--- config.mk ---
export PLATFORM = sky130hd
export DESIGN_NAME = packet_block_check
export DESIGN_NICKNAME = d
export VERILOG_FILES = /design/src/rtl/pbc_pkg.sv /design/src/rtl/pbc_core.sv /design/src/rtl/packet_block_check.sv
export SDC_FILE = /design/constraint.sdc
export NUM_CORES = 1
export LEC_CHECK = 0
export ABC_AREA = 1
export BUFFER_PORTS_ARGS = -buffer_cell sky130_fd_sc_hd__buf_2
export CORE_ASPECT_RATIO = 1.4
export CORE_MARGIN = 1.5
export CORE_UTILIZATION = 48
export CTS_BUF_LIST = sky130_fd_sc_hd__clkbuf_8
export DETAILED_ROUTE_END_ITERATION = 8
export HOLD_SLACK_MARGIN = 0.1
export PLACE_DENSITY = 0.79
export REMOVE_ABC_BUFFERS = 1
export SETUP_SLACK_MARGIN = 0.05
export SLEW_MARGIN = 15
export SYNTH_ARGS = -nofsm -noshare
export SYNTH_HDL_FRONTEND = slang
export SYNTH_SLANG_ARGS = --single-unit
--- constraint.sdc ---
create_clock -name clk -period 2.84 [get_ports clk]
set_clock_uncertainty 0.1 [all_clocks]
set_input_delay 0.568 -clock clk [delete_from_list [all_inputs] [get_ports clk]]
set_output_delay 0.568 -clock clk [all_outputs]
set_load 0.02 [all_outputs]
--- src/rtl/pbc_pkg.sv ---
// ----------------------------------------------------------------------------
// pbc_pkg
// types, codes and crc tables for the packet block check
// ----------------------------------------------------------------------------
package pbc_pkg;

    localparam int ADDR_W = 3;

    // register index, taken from paddr[2]
    localparam logic REG_CHECK_TYPE = 1'b0;
    localparam logic REG_PARITY_ON  = 1'b1;

    // check type codes; zero falls back to the six-bit checksum
    localparam logic [1:0] CHK_SUM6  = 2'd1;
    localparam logic [1:0] CHK_SUM12 = 2'd2;
    localparam logic [1:0] CHK_CRC16 = 2'd3;

    localparam logic [1:0] CHECK_TYPE_RESET = CHK_SUM6;

    // reflected ccitt nibble tables, high and low nibble of the xored byte
    localparam logic [15:0] CRC_TAB_HI [16] = '{
        16'h0000, 16'h1081, 16'h2102, 16'h3183, 16'h4204, 16'h5285, 16'h6306, 16'h7387,
        16'h8408, 16'h9489, 16'hA50A, 16'hB58B, 16'hC60C, 16'hD68D, 16'hE70E, 16'hF78F
    };

    localparam logic [15:0] CRC_TAB_LO [16] = '{
        16'h0000, 16'h1189, 16'h2312, 16'h329B, 16'h4624, 16'h57AD, 16'h6536, 16'h74BF,
        16'h8C48, 16'h9DC1, 16'hAF5A, 16'hBED3, 16'hCA6C, 16'hDBE5, 16'hE97E, 16'hF8F7
    };

    // one byte moving from the input register into the check logic
    typedef struct packed {
        logic step;
        logic last;
    } pbc_step_t;

    function automatic logic [15:0] crc_update(input logic [15:0] crc, input logic [7:0] b);
        logic [7:0] c;
        c = b ^ crc[7:0];
        return {8'h00, crc[15:8]} ^ CRC_TAB_HI[c[7:4]] ^ CRC_TAB_LO[c[3:0]];
    endfunction

endpackage

--- src/rtl/pbc_core.sv ---
// ----------------------------------------------------------------------------
// pbc_core
// running byte sum and crc, with the check picked on the last byte
// ----------------------------------------------------------------------------
module pbc_core
    import pbc_pkg::*;
(
    input  logic        clk,
    input  logic        rst_n,
    input  pbc_step_t   step,
    input  logic [7:0]  data_byte,
    input  logic [1:0]  check_type,
    input  logic        parity_on,
    output logic [15:0] check_value
);

    logic [11:0] sum_reg;
    logic [11:0] sum_next;
    logic [15:0] crc_reg;
    logic [15:0] crc_next;
    logic [7:0]  b;
    logic [5:0]  sum6;

    assign b        = parity_on ? {1'b0, data_byte[6:0]} : data_byte;
    assign sum_next = sum_reg + {4'h0, b};
    assign crc_next = crc_update(crc_reg, b);

    // fold bits 7:6 of the sum into the low six bits
    assign sum6 = sum_next[5:0] + {4'h0, sum_next[7:6]};

    always_comb
    begin
        case (check_type)
            CHK_SUM12: check_value = {4'h0, sum_next};
            CHK_CRC16: check_value = crc_next;
            default:   check_value = {10'h000, sum6};
        endcase
    end

    always_ff @(posedge clk or negedge rst_n)
    begin
        if (!rst_n)
        begin
            sum_reg <= '0;
            crc_reg <= '0;
        end
        else if (step.step)
        begin
            if (step.last)
            begin
                sum_reg <= '0;
                crc_reg <= '0;
            end
            else
            begin
                sum_reg <= sum_next;
                crc_reg <= crc_next;
            end
        end
    end

endmodule

--- src/rtl/packet_block_check.sv ---
// ----------------------------------------------------------------------------
// packet_block_check
// block check (six-bit checksum, twelve-bit sum or crc-16) over packet bytes
// ----------------------------------------------------------------------------
// Usage: packet bytes enter on the s_ stream, one byte per transfer in
// s_tdata, with s_tlast on the final byte covered by the check. Each
// byte is optionally masked to seven bits and folded into a running sum
// and crc. On the last byte one result leaves on the m_ stream: the check
// of the selected type in m_tdata, zero-extended to 16 bits; the running
// values then clear for the next packet.
// The check of a last byte is registered into the result register.
// Throughput: one byte per cycle, set by the combinational crc and sum
// update between the input and result registers; when the receiver stalls
// a held result, non-last bytes keep flowing, but a last byte waits in the
// input register until the result register frees. Reset clears both valid
// flags and the running values, sets check_type to the six-bit checksum and
// parity_on to 0. The user must write the APB registers (check_type at 0,
// parity_on at 4) only while idle; the block does not enforce it.
// ----------------------------------------------------------------------------
module packet_block_check
    import pbc_pkg::*;
(
    input  logic              clk,
    input  logic              rst_n,
    // byte stream in
    input  logic              s_tvalid,
    output logic              s_tready,
    input  logic [7:0]        s_tdata,   // [7:0] data_byte
    input  logic              s_tlast,   // last_byte
    // check stream out
    output logic              m_tvalid,
    input  logic              m_tready,
    output logic [15:0]       m_tdata,   // [15:0] check_value
    // configuration
    input  logic              psel,
    input  logic              penable,
    input  logic              pwrite,
    input  logic [ADDR_W-1:0] paddr,
    input  logic [31:0]       pwdata,
    output logic [31:0]       prdata,
    output logic              pready
);

    logic        in_valid_reg;
    logic [7:0]  in_data_reg;
    logic        in_last_reg;
    logic        out_valid_reg;
    logic [15:0] out_data_reg;
    logic [1:0]  check_type_reg;
    logic        parity_on_reg;

    pbc_step_t   step;
    logic [15:0] check_value;
    logic        out_free;
    logic        cfg_wr;

    // the result register only matters for a last byte
    assign out_free  = !out_valid_reg || m_tready;
    assign step.step = in_valid_reg && (!in_last_reg || out_free);
    assign step.last = in_last_reg;
    assign s_tready  = !in_valid_reg || step.step;

    assign m_tvalid = out_valid_reg;
    assign m_tdata  = out_data_reg;
    assign pready   = 1'b1;
    assign cfg_wr   = psel && penable && pwrite;

    always_comb
    begin
        case (paddr[2])
            REG_CHECK_TYPE: prdata = {30'h0, check_type_reg};
            REG_PARITY_ON:  prdata = {31'h0, parity_on_reg};
            default:        prdata = '0;
        endcase
    end

    pbc_core u_core (
        .clk         (clk),
        .rst_n       (rst_n),
        .step        (step),
        .data_byte   (in_data_reg),
        .check_type  (check_type_reg),
        .parity_on   (parity_on_reg),
        .check_value (check_value)
    );

    always_ff @(posedge clk or negedge rst_n)
    begin
        if (!rst_n)
        begin
            in_valid_reg   <= 1'b0;
            out_valid_reg  <= 1'b0;
            check_type_reg <= CHECK_TYPE_RESET;
            parity_on_reg  <= 1'b0;
        end
        else
        begin
            if (s_tvalid && s_tready)
            begin
                in_valid_reg <= 1'b1;
            end
            else if (step.step)
            begin
                in_valid_reg <= 1'b0;
            end

            if (step.step && step.last)
            begin
                out_valid_reg <= 1'b1;
            end
            else if (m_tready)
            begin
                out_valid_reg <= 1'b0;
            end

            if (cfg_wr)
            begin
                case (paddr[2])
                    REG_CHECK_TYPE: check_type_reg <= pwdata[1:0];
                    REG_PARITY_ON:  parity_on_reg  <= pwdata[0];
                    default:        ;
                endcase
            end
        end
    end

    always_ff @(posedge clk)
    begin
        if (s_tvalid && s_tready)
        begin
            in_data_reg <= s_tdata;
            in_last_reg <= s_tlast;
        end
        if (step.step && step.last)
        begin
            out_data_reg <= check_value;
        end
    end

endmodule

# After elaboration in Yosys (flattened, before gate mapping)
# Memory sizes are Yosys's and may differ from the RTL's.
# Cells that the tools add are included.
totals:
  ff_bits: 58
  mem_count: 2
  input_bits: 51
  latchBits: 0
  elab_cells: 51
  out_inout_bits: 51
  romBits: 512
  ram_bits: 0
memory_table:
  columns: ["name", "depth", "word_bits", "rd", "rd_clocked_by_memory_dff", "write_ports", "line_no", "source"]
  rows:
  - ["(name not given)", 16, 16, 1, 0, 0, "pbc_pkg.sv:40", "return {8'h00, crc[15:8]} ^ CRC_TAB_HI[c[7:4]] ^ CRC_TAB_LO[c[3:0]];"]
  - ["(name not given)", 16, 16, 1, 0, 0, "pbc_pkg.sv:40", null]
op_classes:
  n_addsub: 2
  multipliers: 0
  magnitude_cmp: 2
  eq_ne: 2
  n_shift: 0
  reduce_logical: 15
  div: 0
  n_mux: 13
  n_bitwise: 6
ops:
  columns: ["cell", "n"]
  rows:
  - ["two-way mux 16 bit", 5]
  - ["one-hot mux 32 bit (2 select lines)", 1]
  - ["one-hot mux 16 bit (2 select lines)", 1]
  - ["bitwise XOR 16 bit", 1]
  - ["bitwise XOR 8 x 16 -> 16 bit", 1]
  - ["adder 12 x 8 -> 12 bit", 1]
  - ["two-way mux 12 bit", 1]
  - ["greater-or-equal comparator 5 bit (second input constant)", 2]
  - ["NOT 4 -> 5 bit", 2]
  - ["two-way mux 8 bit", 1]
  - ["bitwise XOR 8 bit", 1]
  - ["adder 6 x 2 -> 6 bit", 1]
  - ["logical AND 1 bit", 5]
  - ["equality test 2 bit (second input constant)", 2]
  - ["two-way mux 1 bit", 4]
  - ["AND reduction 2 bit", 2]
  - ["nonzero test 2 bit", 2]
  - ["logical NOT 1 bit", 3]
  - ["logical OR 1 bit", 3]
  - ["NOT 1 bit", 1]

# Longest topological paths before layout
# Gate-level depths: netlist (run 1).
depth:
  ltp_word: 9
  ltp_mapped: 17
  mapped_depth_nobuf: 17

# Cells and area by module
# From an unflattened synthesis (run 1), not the netlist that was laid out.
hier_totals:
  hier_cells: 345
  area_unflattened_um2: 3385.7
modules_own_cells:
  columns: ["module", "instances", "seq_area_each_um2", "area_each_um2", "cells_per_inst"]
  rows:
  - ["pbc_core", 1, 700.7, 2118.3, 250]
  - ["packet_block_check", 1, 877.1, 1267.5, 95]

# Worst setup path before layout (run 1)
# OpenSTA, ideal clock, no wires.
synth_path:
  kind: "flip-flop to flip-flop"
  from: "register in_data_reg[0]"
  to: "register out_data_reg[4], in the netlist m_tdata[4], data pin"
  setup_ps: 259
  setup_slack_ps: 102
  path_stages_with_launch: 17
  t_arrival_ps: 2380
  synth_period_minus_slack_ps: 2738
  t_required_ps: 2481
  n_path_buf: 0
  cell_sequence: "edfxtp_1 -> ha_1 -> inv_1 -> fa_1 -> nand3b_1 -> nand2_1 -> a21oi_1 -> o21bai_1 -> xnor2_1 -> inv_1 -> ha_1 -> ha_1 -> inv_1 -> nand2_2 -> nand2_1 -> xor2_1 -> o21bai_1"
synth_between:
  elab_chain_len: 8
  elab_cells_between_ends: 10
  cone_classes: "2 x add/sub; 4 x mux; 3 x bitwise; 1 x memory"
synth_rtl:
  columns: ["item", "line_no", "source"]
  rows:
  - ["start, declared", "packet_block_check.sv:45", "logic [7:0] in_data_reg;"]
  - ["start signal, assigned", "packet_block_check.sv:131", "in_data_reg <= s_tdata;"]
  - ["two-way mux 8 bit (*)", "pbc_core.sv:24", "assign b = parity_on ? {1'b0, data_byte[6:0]} : data_byte;"]
  - ["parallel branches: the longest is 6 deep, another holds adder 12 x 8 -> 12 bit", null, null]
  - ["one-hot mux 16 bit (2 select lines) (*)", "pbc_core.sv:33", "case (check_type)"]
  - ["via check_value[4]", "packet_block_check.sv:53", "logic [15:0] check_value;"]
  - ["end signal, assigned", "packet_block_check.sv:136", "out_data_reg <= check_value;"]
  - ["end, declared", "packet_block_check.sv:48", "logic [15:0] out_data_reg;"]
# Mark *: on every way through the listed nets, which the timed path passes. The select of a mux whose other input is x is not followed.
# A chain may end at the register's enable or synchronous reset.

# Worst setup path in the final report (run 1)
# Ends and elaborated chain as after synthesis.

==> out/summary.txt, run 1 <==
Reg power frac = 0.313
Post-synthesis adder-cell area fraction = 0.04458
Initial antenna violation count = 0
FFs w/ async S/R, synth = 0.5690
Clk sinks = 58
Area leader, netlist = dfrtp_1
Core Box Area = 0.006569 mm²
N_diodes = 0
Cells after synthesis = 339
Hold Path Class = in2async
Pleak = 1.815 nW
RSZ-0062 raised after global routing = yes
Highest clock rate = 339.9 MHz
Hold buffer count at CTS = 0
Complex-gate fraction of the synthesized area = 0.09493
Library cells used by synthesis = 34
DRC viols = 0
Drt via density = 5.197
Max-slew violation count = 0
Psw = 1.712 mW
Wire per inst = 14.82 µm
Multiplexer area fraction after synthesis = 0
Post-Route WL = 7071 µm
Synthesized flop and latch total = 58
Worst setup SP type = flop
Congestion Overflow GR = 0
Worst Tran Pin Value = 0.7915 ns
Clock Tree Buf Depth = 2
Die ar. = 0.007293 mm²
Largest net degree at the start of global routing = 34
Final setup vio count = 3
Simple-gate share of the synthesized area = 0.1510
Clk pwr share = 0.182
Seq/Total Area, Yosys = 0.4846
Pre-CTS setup slack = -0.1632 ns
Int Power = 2.345 mW
First-pass GRT wire length = 11,050 µm
Comb pwr share = 0.505
Max-Cap Viols = 0
Vias = 2,479
I/O pin count = 102
Area contributors post-synth = dfrtp_1 25%, edfxtp_1 23%, nand2_1 7.3%
DR iter-0 viols = 172
Commonest cells post-synth = 63 x nand2_1, 38 x inv_1, 32 x dfrtp_1
Endpoints failing hold = 0
Clock slew at reported path FFs = 0.06 ns
Synth Flop Type = dfrtp_1
Sw Share = 0.4220
TritonCTS Buffers = 9
Gr usage total = 0.2057
Post-detail-place hpwl = 4813 µm
Crit share post-route = 1.036
Power Total = 4.057 mW
Clk_lat worst skew = 0.35 ns
Worst IR drop on VDD = 0.0005004 V
Syn_area_per_cell = 9.604 µm²
Mapped Area = 0.003256 mm²
Layout cells sized above 1 = 0.2481
Antenna viol nets, final = 0
Die width = 72.61 µm
EDFF count, synth = 25
XOR/XNOR Fraction of Synth Area = 0.1003
Synth top area share = 0.2460
PD cells = 1070 mW/mm²
Slew HR = 0.4717
Drt first pass iters = 4
Setup WS post-layout = -0.1022 ns
Vias in the first global route = 2,424
Hold Slack = 0.1960 ns
IO Port Bufs = 38
Violated checks = negative setup slack
Status = complete, but fails checks
CP Capture Type = flop
Worst setup path class = reg2reg
Htree depth = 3
Die Span Y = 100.4 µm
Nets = 460
Root buffer cell = clkbuf_8
Initial core utilization = 0.4956
Placer Congestion = 0.8338
# rows = 35
Crit path required time = 2.83 ns
Yosys warns = 0
Top-count cell post-synth = nand2_1
CP max FO = 2
CTS tree = yes
Post-layout min period = 2.942 ns
Worst Path Arrival = 2.93 ns
Layout area overhead = 16.45%
Largest family of logic cells by synthesized area = simple AND/OR/NAND/NOR gates
## power groups by stage
stage	combinational (mW)	sequential [mW]	clock (mW)
after global placement	1.73	1.27	0
after floorplan	1.28	1.31	0
after detailed placement	1.78	1.28	0
after CTS	1.93	1.27	0.747
after global routing	2.22	1.29	0.792
final	2.05	1.27	0.737
## per-stage QoR
stage               TNS (ns)  instance area [µm²]  cells  utilization
global placement     -0.1379                 3448    451       0.5250
finish               -0.1743                 3791    477       0.5771
detailed placement   -0.2707                 3448    451       0.5250
floorplan                  0                 3113    332            -
global route         -0.6244                 3791    477       0.5771
CTS                 -0.02136                 3747    474       0.5705
## area by class of cell
class | instances | area (µm²)
fill | 535 | 2778
sequential | 58 | 1578
multi-input combinational | 235 | 1454
timing repair buffer | 55 | 329.1
inverter | 39 | 148.9
clock buffer | 10 | 137.6
tap | 74 | 92.59
clock inverter | 6 | 51.30
## final timing paths
check	startpoint	slack (ns)	cells after the start	end
max	in_data_reg[0]	-0.10	16	m_tdata[4]
min reg2reg	u_core.sum_reg[2]	0.40	2	u_core.sum_reg[2]
min	rst_n	0.20	1	u_core.sum_reg[11]
max in group asynchronous	rst_n	1.95	1	u_core.sum_reg[2]
max reg2reg	in_data_reg[0]	-0.10	16	m_tdata[4]
min in group clk	s_tdata[4]	0.29	1	in_data_reg[4]
## per-layer routing
metal  GRT usage  wire length, µm  vias up
met2      0.3380             3714      103
met4      0.1669              332        0
met1      0.2278             2654     1177
met3     0.03815              370       28
met5           0                0        -
li1            -                -     1171
## worst max-delay path: stages, from the launching register on
cell	delay, ns
edfxtp_1	0.38
ha_2	0.21
inv_2	0.04
fa_2	0.35
nand3b_1	0.18
nand2_2	0.09
a21oi_2	0.06
o21bai_1	0.19
xnor2_1	0.17
inv_1	0.08
ha_2	0.21
ha_4	0.16
inv_2	0.06
nand2_2	0.06
nand2_2	0.07
xor2_1	0.17
o21bai_1	0.10
## cell usage in the layout, fill, tap and decap left out, drive strengths merged, types with 2 or more instances in the layout
| master | n |
|---|---|
| nand2 | 68 |
| buf | 55 |
| inv | 41 |
| dfrtp | 32 |
| conb | 31 |
| o21ai | 29 |
| edfxtp | 25 |
| xor2 | 17 |
| nor2 | 16 |
| xnor2 | 16 |
| nand3 | 15 |
| o22ai | 10 |
| clkbuf | 10 |
| ha | 10 |
| a21oi | 7 |
| nand3b | 3 |
| nand4 | 3 |
| o221ai | 3 |
| clkinv | 3 |
| o21bai | 2 |
## kinds of logic after synthesis
family | count (synthesis)
AND/OR/NAND/NOR | 107
buffers and inverters | 75
flip-flops | 58
AO/OA/AOI/OAI | 53
XOR/XNOR | 33
adder cells (fa/ha/maj) | 11
other | 2
## what timing repair did
action                                  CTS  global route
gates resized for setup                  14             7
pin swaps                                 6             6
endpoints found under the setup margin    3             8
buffers inserted                          7             3
(Power assumes the default switching activity.)
==> run 2, diff against run 1 <==
SLEW_MARGIN = 20   (was 15)
clock period = 2.53 ns   (was 2.84 ns; I/O delays follow)
==> run 2 against run 1 <==
  * The run still ends with negative setup slack left
  * Critical path depth did not move
  * Wire length rose by 1.7%
  * Combinational power rose by 20%
  * Sequential power rose by 13%
  * Clock power rose by 47%
  * Worst setup slack got worse by 0.29 ns
  * Largest cell class unchanged
  * Via count barely moved
  * Fmax rose by 0.66%
  * Non-clock buffer count rose by 13
==> out/summary.txt, run 2 (synthesis gave the netlist of run 1 again) <==
Post-detail-place hpwl = 5047 µm
Max-Cap Viols = 0
Reg-to-Reg End = m_tdata[4]
Fill cell count = 543
Core Box Area = 0.006569 mm²
Clk_lat worst skew = 0.36 ns
Worst setup SP type = flop
Hold Slack = 0.1187 ns
DP Cell Count = 468
CP Capture Type = flop
First-pass GRT wire length = 11,450 µm
Die Span Y = 100.4 µm
Drt first pass iters = 4
Commonest non-fill, non-tap cell in the layout = nand2_1
Root buffer cell = clkbuf_8
Endpoints failing hold = 0
Clock Tree Buf Depth = 2
Slew HR = 0.4822
Post-layout min period = 2.923 ns
Worst setup path class = reg2reg
Max-slew violation count = 0
Largest net degree at the start of global routing = 34
CTS tree = yes
IO Port Bufs = 38
Die ar. = 0.007293 mm²
Hold buffer count at CTS = 0
Post-Route WL = 7188 µm
Worst Path Arrival = 2.92 ns
Vias in the first global route = 2,399
Gr usage total = 0.2127
Sum Neg Setup Slack = -1.356 ns
Wire length on met3 = 376 µm
Metal2 WL = 3969 µm
Uppermost routed layer = met4
Die width = 72.61 µm
Placer Congestion = 0.8447
Final setup vio count = 5
Highest clock rate = 342.1 MHz
# rows = 35
Delay-heaviest family, CP = adder cells
Slowest-stage cell, CP = edfxtp_1
Most frequent cells in the layout = 60 x nand2_1, 38 x buf_2, 35 x inv_1, 32 x dfrtp_1, 31 x conb_1
Worst IR drop on VDD = 0.0005872 V
Layout cells sized above 1 = 0.2788
Nets = 473
Critical Path Max Stage Delay = 0.37 ns
Wire per inst = 14.67 µm
DP Area = 0.003576 mm²
Clock slew at reported path FFs = 0.08 ns
Initial antenna violation count = 0
Congestion Overflow GR = 0
Power Total = 4.974 mW
Launch point of the worst reg-to-reg path = in_data_reg[0]
RSZ-0062 raised after global routing = yes
Final Util = 0.5981
Antenna viol nets, final = 0
Final std cells w/o fill = 490
Violated checks = negative setup slack
I/O pin count = 102
TritonCTS Buffers = 9
N_diodes = 0
Wl on met1 = 2617 µm
Pleak = 1.888 nW
Vias = 2,481
Layout area overhead = 20.68%
R2R depth = 16
Crit share post-route = 1.155
Initial core utilization = 0.4956
PD cells = 1266 mW/mm²
Register-to-register setup slack = -0.39 ns
Pre-CTS setup slack = -0.5072 ns
CP max FO = 2
Clk sinks = 58
Drt via density = 5.063
Crit path buffers/inverters = 3
DRC viols = 0
Htree depth = 3
Setup WS post-layout = -0.3927 ns
DR iter-0 viols = 216
Status = complete, but fails checks
Design area = 0.003929 mm²
Crit-path cells = ha_2 -> inv_2 -> fa_2 -> nand3b_1 -> nand2_1 -> a21oi_2 -> o21bai_1 -> xnor2_1 -> inv_1 -> ha_4 -> ha_4 -> inv_2 -> nand2_2 -> nand2_2 -> xor2_1 -> o21bai_1
Crit path required time = 2.53 ns
Worst Tran Pin Value = 0.7768 ns
Hold Path Class = in2async
run 2: changes by cell type in the layout (fill, tap and decap cells not counted), sizes merged:
cell / change
buf: +13
bufinv: +2
clkinv: +1
clkbuf: -1
inv: -2
run 2: repair_timing:
action / CTS / global route
endpoints found under the setup margin: 6 / 8
gates cloned: 0 / 0
pin swaps: 11 / 4
buffers inserted: 4 / 2
resized for setup: 15 / 1
run 2: layer usage:
layer,vias up,global-route usage
met5,-,0
met4,0,0.1074
met3,19,0.05823
met2,84,0.3825
met1,1182,0.2221
li1,1196,-
run 2: power by group:
part | switching, mW | internal [mW] | leakage, nW
clock network | 0.415 | 0.662 | 0.124
registers | 0.152 | 1.28 | 0.662
logic | 1.46 | 1.01 | 1.10
run 2: cell type report:
class	count	area [µm²]	area share
Clock buffer	9	123.9	0.03153
Timing Repair Buffer	68	415.4	0.1057
Inverter	39	146.4	0.03726
Multi-Input combinational cell	235	1448	0.3685
Clock inverter	7	125.1	0.03185
Tap cell	74	92.59	0.02357
Sequential cell	58	1578	0.4016
run 2: worst max-delay path by stage:
stage	from	to	slack [ns]	depth (start not counted)
after floorplan	in_data_reg[0]	m_tdata[4]	-0.21	16
final	in_data_reg[0]	m_tdata[4]	-0.39	16
after global placement	in_data_reg[0]	m_tdata[4]	-0.45	16
after CTS	in_data_reg[0]	m_tdata[4]	-0.36	16
after global routing	in_data_reg[0]	m_tdata[4]	-0.50	16
after detailed placement	in_data_reg[0]	m_tdata[4]	-0.51	16
run 2: worst register-to-register path, stage by stage (launching register included):
cell      delay [ns]
edfxtp_1        0.37
ha_2            0.21
inv_2           0.04
fa_2            0.34
nand3b_1        0.18
nand2_1         0.11
a21oi_2         0.06
o21bai_1        0.18
xnor2_1         0.16
inv_1           0.10
ha_4            0.18
ha_4            0.15
inv_2           0.06
nand2_2         0.07
nand2_2         0.06
xor2_1          0.19
o21bai_1        0.11
